--- config.mk ---
export PLATFORM = sky130hd
export DESIGN_NAME = scba_decode
export DESIGN_NICKNAME = d
export VERILOG_FILES = /design/src/sv/scba_pkg.sv /design/src/sv/scba_decode.sv
export SDC_FILE = /design/constraint.sdc
export NUM_CORES = 1
export LEC_CHECK = 0
export ABC_CLOCK_PERIOD_IN_PS = 18200
export BUFFER_PORTS_ARGS = -buffer_cell sky130_fd_sc_hd__buf_2
export CAP_MARGIN = 25
export CORE_UTILIZATION = 49
export DETAILED_ROUTE_END_ITERATION = 7
export PLACE_DENSITY_LB_ADDON = 0.1
export SYNTH_ARGS = -nofsm -noshare
export SYNTH_HDL_FRONTEND = slang
export SYNTH_SLANG_ARGS = --single-unit
--- constraint.sdc ---
create_clock -name vclk -period 18.2
set_input_delay 1.82 -clock vclk [all_inputs]
set_output_delay 1.82 -clock vclk [all_outputs]
set_load 0.01 [all_outputs]
--- src/sv/scba_pkg.sv ---
`default_nettype none

package scba_pkg;

    // Size classes and region geometry
    localparam int NUM_ORDERS       = 24;
    localparam int BLOCKS_PER_ORDER = 1024;
    localparam int ORD_W     = (NUM_ORDERS > 1) ? $clog2(NUM_ORDERS) : 1;
    localparam int IDX_W     = $clog2(BLOCKS_PER_ORDER);
    localparam int BLK_W     = $clog2(BLOCKS_PER_ORDER + 1);
    localparam int LINK_DEPTH = NUM_ORDERS * BLOCKS_PER_ORDER;
    localparam int LINK_AW   = $clog2(LINK_DEPTH);

    localparam logic [63:0] REGION_BASE = 64'hFFFF_C000_0000_0000;
    localparam int REGION_SHIFT = 39;
    localparam int MIN_SHIFT    = 3;
    localparam int MIN_BYTES    = 8;
    localparam int OFF_IDX_W    = REGION_SHIFT - MIN_SHIFT;

    // Field widths
    localparam int ACT_W  = 2;
    localparam int SIZE_W = 32;
    localparam int ADDR_W = 64;
    localparam int ST_W   = 2;
    localparam int COPY_W = 28;

    // Action codes
    localparam logic [ACT_W-1:0] ACT_ALLOC   = 2'd0;
    localparam logic [ACT_W-1:0] ACT_FREE    = 2'd1;
    localparam logic [ACT_W-1:0] ACT_REALLOC = 2'd2;

    // Status codes
    localparam logic [ST_W-1:0] ST_OK        = 2'd0;
    localparam logic [ST_W-1:0] ST_TOO_LARGE = 2'd1;
    localparam logic [ST_W-1:0] ST_EXHAUSTED = 2'd2;

    // Decoded request handed from the decoder to the list controller
    typedef struct packed {
        logic                 do_alloc;
        logic                 do_free;
        logic                 keep;
        logic                 too_large;
        logic [ORD_W-1:0]     new_ord;
        logic [ORD_W-1:0]     old_ord;
        logic [OFF_IDX_W-1:0] old_idx;
        logic [COPY_W-1:0]    copy;
        logic [ADDR_W-1:0]    keep_addr;
    } t_dec;

    // Position of the highest set bit plus one (priority encoder)
    function automatic logic [5:0] top_bit_plus1(input logic [SIZE_W-1:0] v);
        logic [5:0] lg;
        lg = '0;
        for (int i = 0; i < SIZE_W; i++) begin
            if (v[i]) begin
                lg = 6'(i + 1);
            end
        end
        return lg;
    endfunction

    // Blocks available in one order: min(BLOCKS_PER_ORDER, 2^(36-o))
    function automatic logic [BLK_W-1:0] order_cap(input logic [ORD_W-1:0] o);
        logic [OFF_IDX_W:0] fit;
        fit = {{OFF_IDX_W{1'b0}}, 1'b1} << (OFF_IDX_W - int'(o));
        if (fit < (OFF_IDX_W + 1)'(BLOCKS_PER_ORDER)) begin
            return fit[BLK_W-1:0];
        end
        return BLK_W'(BLOCKS_PER_ORDER);
    endfunction

    // Byte address of block idx in order o
    function automatic logic [ADDR_W-1:0] block_addr(input logic [ORD_W-1:0] o,
                                                     input logic [IDX_W-1:0] idx);
        return REGION_BASE + (ADDR_W'(o) << REGION_SHIFT)
               + (ADDR_W'(idx) << (int'(o) + MIN_SHIFT));
    endfunction

    // Link memory address of block idx in order o
    function automatic logic [LINK_AW-1:0] link_addr(input logic [ORD_W-1:0] o,
                                                     input logic [IDX_W-1:0] idx);
        return LINK_AW'(o) * LINK_AW'(BLOCKS_PER_ORDER) + LINK_AW'(idx);
    endfunction

endpackage

`default_nettype wire

--- src/sv/scba_decode.sv ---
`default_nettype none

module scba_decode (
    input  wire logic [scba_pkg::ACT_W-1:0]  i_action,
    input  wire logic [scba_pkg::SIZE_W-1:0] i_size,
    input  wire logic [scba_pkg::ADDR_W-1:0] i_addr,
    output scba_pkg::t_dec                   o_dec
);

    localparam int QUOT_W = scba_pkg::ADDR_W - scba_pkg::REGION_SHIFT;

    logic [scba_pkg::SIZE_W-1:0]    s_min;
    logic [scba_pkg::SIZE_W-1:0]    s_m1;
    logic [5:0]                     lg;
    logic [5:0]                     raw_ord;
    logic                           too_large;
    logic [scba_pkg::ADDR_W-1:0]    off;
    logic [QUOT_W-1:0]              quot;
    logic                           in_region;
    logic [scba_pkg::ORD_W-1:0]     old_ord;
    logic [scba_pkg::OFF_IDX_W-1:0] old_idx;
    logic                           have;
    logic                           fits;
    logic [scba_pkg::COPY_W-1:0]    old_bytes;

    // Round the request up to a power of two, at least the minimum block
    assign s_min = (i_size < scba_pkg::SIZE_W'(scba_pkg::MIN_BYTES)) ?
                   scba_pkg::SIZE_W'(scba_pkg::MIN_BYTES) : i_size;
    assign s_m1      = s_min - 1'b1;
    assign lg        = scba_pkg::top_bit_plus1(s_m1);
    assign raw_ord   = lg - 6'(scba_pkg::MIN_SHIFT);
    assign too_large = raw_ord >= 6'(scba_pkg::NUM_ORDERS);

    // Split the address into order and block index
    assign off       = i_addr - scba_pkg::REGION_BASE;
    assign quot      = off[scba_pkg::ADDR_W-1:scba_pkg::REGION_SHIFT];
    assign in_region = quot < QUOT_W'(scba_pkg::NUM_ORDERS);
    assign old_ord   = quot[scba_pkg::ORD_W-1:0];
    assign old_idx   = scba_pkg::OFF_IDX_W'(off[scba_pkg::REGION_SHIFT-1:0]
                       >> (int'(old_ord) + scba_pkg::MIN_SHIFT));
    assign have      = (i_addr != '0) && in_region;

    // Request fits the old block when its order is not above the old one
    assign fits      = raw_ord <= 6'(old_ord);
    assign old_bytes = scba_pkg::COPY_W'(1) << (int'(old_ord) + scba_pkg::MIN_SHIFT);

    // Work out which list operations the item needs
    always_comb begin
        o_dec           = '0;
        o_dec.too_large = too_large;
        o_dec.new_ord   = raw_ord[scba_pkg::ORD_W-1:0];
        o_dec.old_ord   = old_ord;
        o_dec.old_idx   = old_idx;
        o_dec.keep_addr = i_addr;
        unique case (i_action)
            scba_pkg::ACT_ALLOC: begin
                o_dec.do_alloc = 1'b1;
            end
            scba_pkg::ACT_FREE: begin
                o_dec.do_free = have;
            end
            scba_pkg::ACT_REALLOC: begin
                if (i_size == '0) begin
                    o_dec.do_free = have;
                end else if (have && fits) begin
                    o_dec.keep = 1'b1;
                end else begin
                    o_dec.do_alloc = 1'b1;
                    o_dec.do_free  = have;
                    o_dec.copy     = have ? old_bytes : '0;
                end
            end
            default: begin
                o_dec.keep_addr = '0;
            end
        endcase
    end

endmodule

`default_nettype wire

Word level (Yosys, flattened, before mapping)

Cells that the tools add are included.

Memories: 0
Flip-flop bits (word level): 0
ROM bits: 0
Latch bits: 0
Word-level logic and storage cells: 64
Input port bits: 98
RAM bits: 0

Magnitude comparators: 4
Reductions and logical operators: 6
Mux-type cells: 46
Equal/unequal tests: 2
Multiply operators: 0
Add/subtract/negate cells: 4
Div/mod/pow operators: 0
Bitwise gates (word level): 0
Shift-type cells: 2

Operators by type and width:

| kind                                                                                | number |
|---|---|
| 6-bit two-way mux                                                                   | 31 |
| 28-bit two-way mux                                                                  | 4 |
| 64-bit two-way mux                                                                  | 1 |
| 64-bit nonzero test                                                                 | 1 |
| 64-bit subtractor, second input constant                                            | 1 |
| 39-bit by 32-bit >> shifter with 36-bit output                                      | 1 |
| 32-bit zero test                                                                    | 1 |
| 32-bit by 4-bit less-than comparator with 1-bit output, second input constant       | 1 |
| 32-bit two-way mux                                                                  | 1 |
| 32-bit by 1-bit subtractor with 32-bit output, second input constant                | 1 |
| 1-bit by 6-bit << shifter with 28-bit output, first input constant                  | 1 |
| 25-bit by 5-bit less-than comparator with 1-bit output, second input constant       | 1 |
| 5-bit by 2-bit adder with 6-bit output, second input constant                       | 1 |
| 6-bit by 5-bit greater-or-equal comparator with 1-bit output, second input constant | 1 |
| 6-bit by 5-bit <= comparator with 1-bit output                                      | 1 |
| 1-bit two-way mux                                                                   | 6 |
| 6-bit by 2-bit subtractor with 6-bit output, second input constant                  | 1 |
| 1-bit case mux with 2 select lines                                                  | 2 |
| 3-bit OR reduction                                                                  | 1 |
| 2-bit by 1-bit == test with 1-bit output, second input constant                     | 1 |
| 2-bit == test, second input constant                                                | 1 |
| 1-bit logical AND                                                                   | 2 |
| 2-bit zero test                                                                     | 1 |
| 2-bit two-way mux                                                                   | 1 |

Logic depth before layout (Yosys ltp)

Depth after elaboration: 41
Mapped depth: 26
Depth with buffers taken out: 24

Worst setup path after synthesis

No wires, ideal clock.

Path type: input -> output
Start: input port i_size[26] (netlist name)
End: output port o_dec[141] (netlist name)
Slack: 8534 ps
Arrival time: 7846 ps
Stages: 25
Cells stage by stage: buf_2 or3_4 nor4_2 nand4_1 nand2_1 ha_1 nand2b_1 nor2_1 nand3_1 or4_1 o311ai_0 a31oi_1 o21ai_0 o21ai_2 or2_2 inv_1 ha_1 a21oi_1 mux2_2 a21boi_0 ha_1 nor2b_1 o22ai_1 clkbuf_1 a32oi_1

RTL lines:

| element            | RTL line         | source |
|---|---|---|
| start: declaration | scba_decode.sv:5 | `input wire logic [scba_pkg::SIZE_W-1:0] i_size,` |
| end: declaration   | scba_decode.sv:7 | `output scba_pkg::t_dec o_dec` |

==> flow_summary.toml <==
[setup_path]
startpoint_type = "primary input"
crit_buf_inv = 4
slowest_delay_ns = 0.62
cp_common_cell = "ha_1"
arrival_ns = 8.80
required_ns = 16.38
slowest_stage = "nor3_2"
crit_fanout = 24
crit_family = "simple AND/OR/NAND/NOR gates"
endpoint_kind = "output port"
critPathKind = "in2out"

[grt]
grt_max_degree = 65
grt_first_pass_wirelength_mm = 28.5
grt_pass1_vias = 5636
overflow = 0
antenna_found_initial = 0
grt_usage_pct = 36.0

[placed_design]
gp_congestion = 1.04
dp_hpwl_mm = 15.0
portBuffers = 236

[power_and_ir_drop]
pwr-share-seq_pct = 0
ir_drop_mv = 0.0193
pwr-share-comb_pct = 100.0
switching_power_uw = 88.0
p_sw_share_pct = 60.4
p_leak_uw = 0.00257
powerDensity_nw_per_um2 = 25.5
clkPwrFrac_pct = 0
p_int_uw = 57.8

[finish]
antennaDiodeCount = 0
drive_above_1_share_pct = 33.9
regArea_um2 = 0
design.seq.count = 0
layout.cells.most_common = "buf_2"
finalNetCount = 996
fin_util_pct = 64.3
area_delta_synth_final_pct = 24.5
clkbuf_count = 0
final_cell_mix = "buf_2, nand2_1, nor2b_1, nor2_1, a21oi_1"
fillers = 838

[floorplan]
coreArea_um2 = 8890
die_w_um = 98.8
ios = 240
rows = 34
initial_core_util_pct = 51.6
die-area_um2 = 9750
die_h_um = 98.8

[status]
status = "completed"

[drt]
drt_iter0_markers = 495
routed_wl_mm = 18.7
antenna_left = 0
route.detailed.drc = 0
dr.pass1.iters = 6
drt-vias-per-instance = 6.46
avgRoutedWirePerCell_um = 18.9
num_vias = 6399

[sta]
tns_ns = 0
slew_violations = 0
hold_viol = 0
setup_viol = 0
rsz0062_at_grt = "false"
timing.fmax_ghz = 0.0941
fin_crit_sh_pct = 58.4
period_needed_ns = 10.62
relSlewSlack_pct = 28.3
timing.hold.ws_ns = 3.95
worstMarginPinSlew_ns = 1.07

[logic_synthesis]
synth_cells = 699
synth_area_leaders = "mux4_2, nor2b_1, nand2_1"
synth_area_um2 = 4590
synthDistinctLibCells = 76
synth.largest_area_cell = "mux4_2"
ys_seq_area_share_pct = 0
synth_area_per_cell_um2 = 6.56
yosysTopAreaCellShare_pct = 10.3
ys_warn_count = 0

[hold_path]
hold_path_startpoint = "i_addr[1]"
min_path_type = "in2out"
min_to = "o_dec[1]"
hold_depth = 3

[clock_tree]
cts_setup_buffers = 0
cts.repair.resized = 0
hold_buffers = 0

[flow_run]
cap_violations = 0
==> synthesized netlist by cell type, drive strengths merged, types with 3 or more instances <==
cell type and number:
nand2b 9, nor3b 3, a211oi 19, nand2 97, and4 3, o21ai 29, or3 8, mux4 21
or4 6, nand4 27, inv 12, a31oi 15, a21oi 48, and3 7, xnor2 5, nor4 13
nor2b 74, buf 22, o22ai 7, a311oi 4, ha 13, o31ai 8, nand3 8, xor2 6
o311ai 4, nor3 17, and2 7, o32ai 4, or2 8, nand4b 3, mux2i 36, o31a 3
clkbuf 39, o211ai 4, mux2 3, nor2 74
==> cell families (layout without fill, tap and decap cells) <==
| logic type | after synthesis | in the layout | share of synthesized area [%] |
|---|---|---|---|
| fa+ha+maj | 13 | 13 | 3.55 |
| compound gates | 170 | 170 | 25.8 |
| xor+xnor | 11 | 11 | 2.43 |
| other cells | 1 | 4 | 0.0818 |
| mux | 60 | 60 | 18.9 |
| simple gates | 369 | 369 | 41.9 |
| buf+inv | 75 | 256 | 7.31 |
==> power by group through the flow <==
stage               Clock, uW  Sequential (uW)  Combinational [uW]
floorplan                   0                0                88.1
global placement            0                0                 137
detailed placement          0                0                 141
CTS                         0                0                 141
global route                0                0                 157
finish                      0                0                 146
==> per-stage QoR <==
step / cells / total power [uW] / setup slack [ns] / area (um2)
floorplan: 702 / 88.1 / 8.53 / 4600
global placement: 989 / 137 / 7.63 / 5670
detailed placement: 989 / 141 / 7.35 / 5670
CTS: 989 / 141 / 7.36 / 5670
global route: 991 / 157 / 6.94 / 5710
finish: 991 / 146 / 7.58 / 5710
==> final cells by class <==
class,instances,area (um2),area share [%]
multi-input cells,627,4270,74.8
inverters,14,52.6,0.920
repair buffers,242,1250,21.9
well taps,108,135,2.37
==> worst max-delay path by stage <==
stage / start / end / slack, ns / depth (start not counted)
floorplan: i_size[26] / o_dec[141] / 8.53 / 25
global placement: i_size[8] / o_dec[139] / 7.63 / 25
detailed placement: i_size[8] / o_dec[139] / 7.35 / 25
CTS: i_size[8] / o_dec[139] / 7.36 / 25
global route: i_size[8] / o_dec[88] / 6.94 / 26
finish: i_size[8] / o_dec[88] / 7.58 / 26
==> layer usage <==
metal	GRT usage, %	vias up	routed length (um)
li1	-	2962	-
met3	7.87	39	2180
met5	0	-	0
met4	6.54	0	320
met2	60.9	419	8690
met1	47.3	2979	7520
Power figures use the tool's default switching activity.
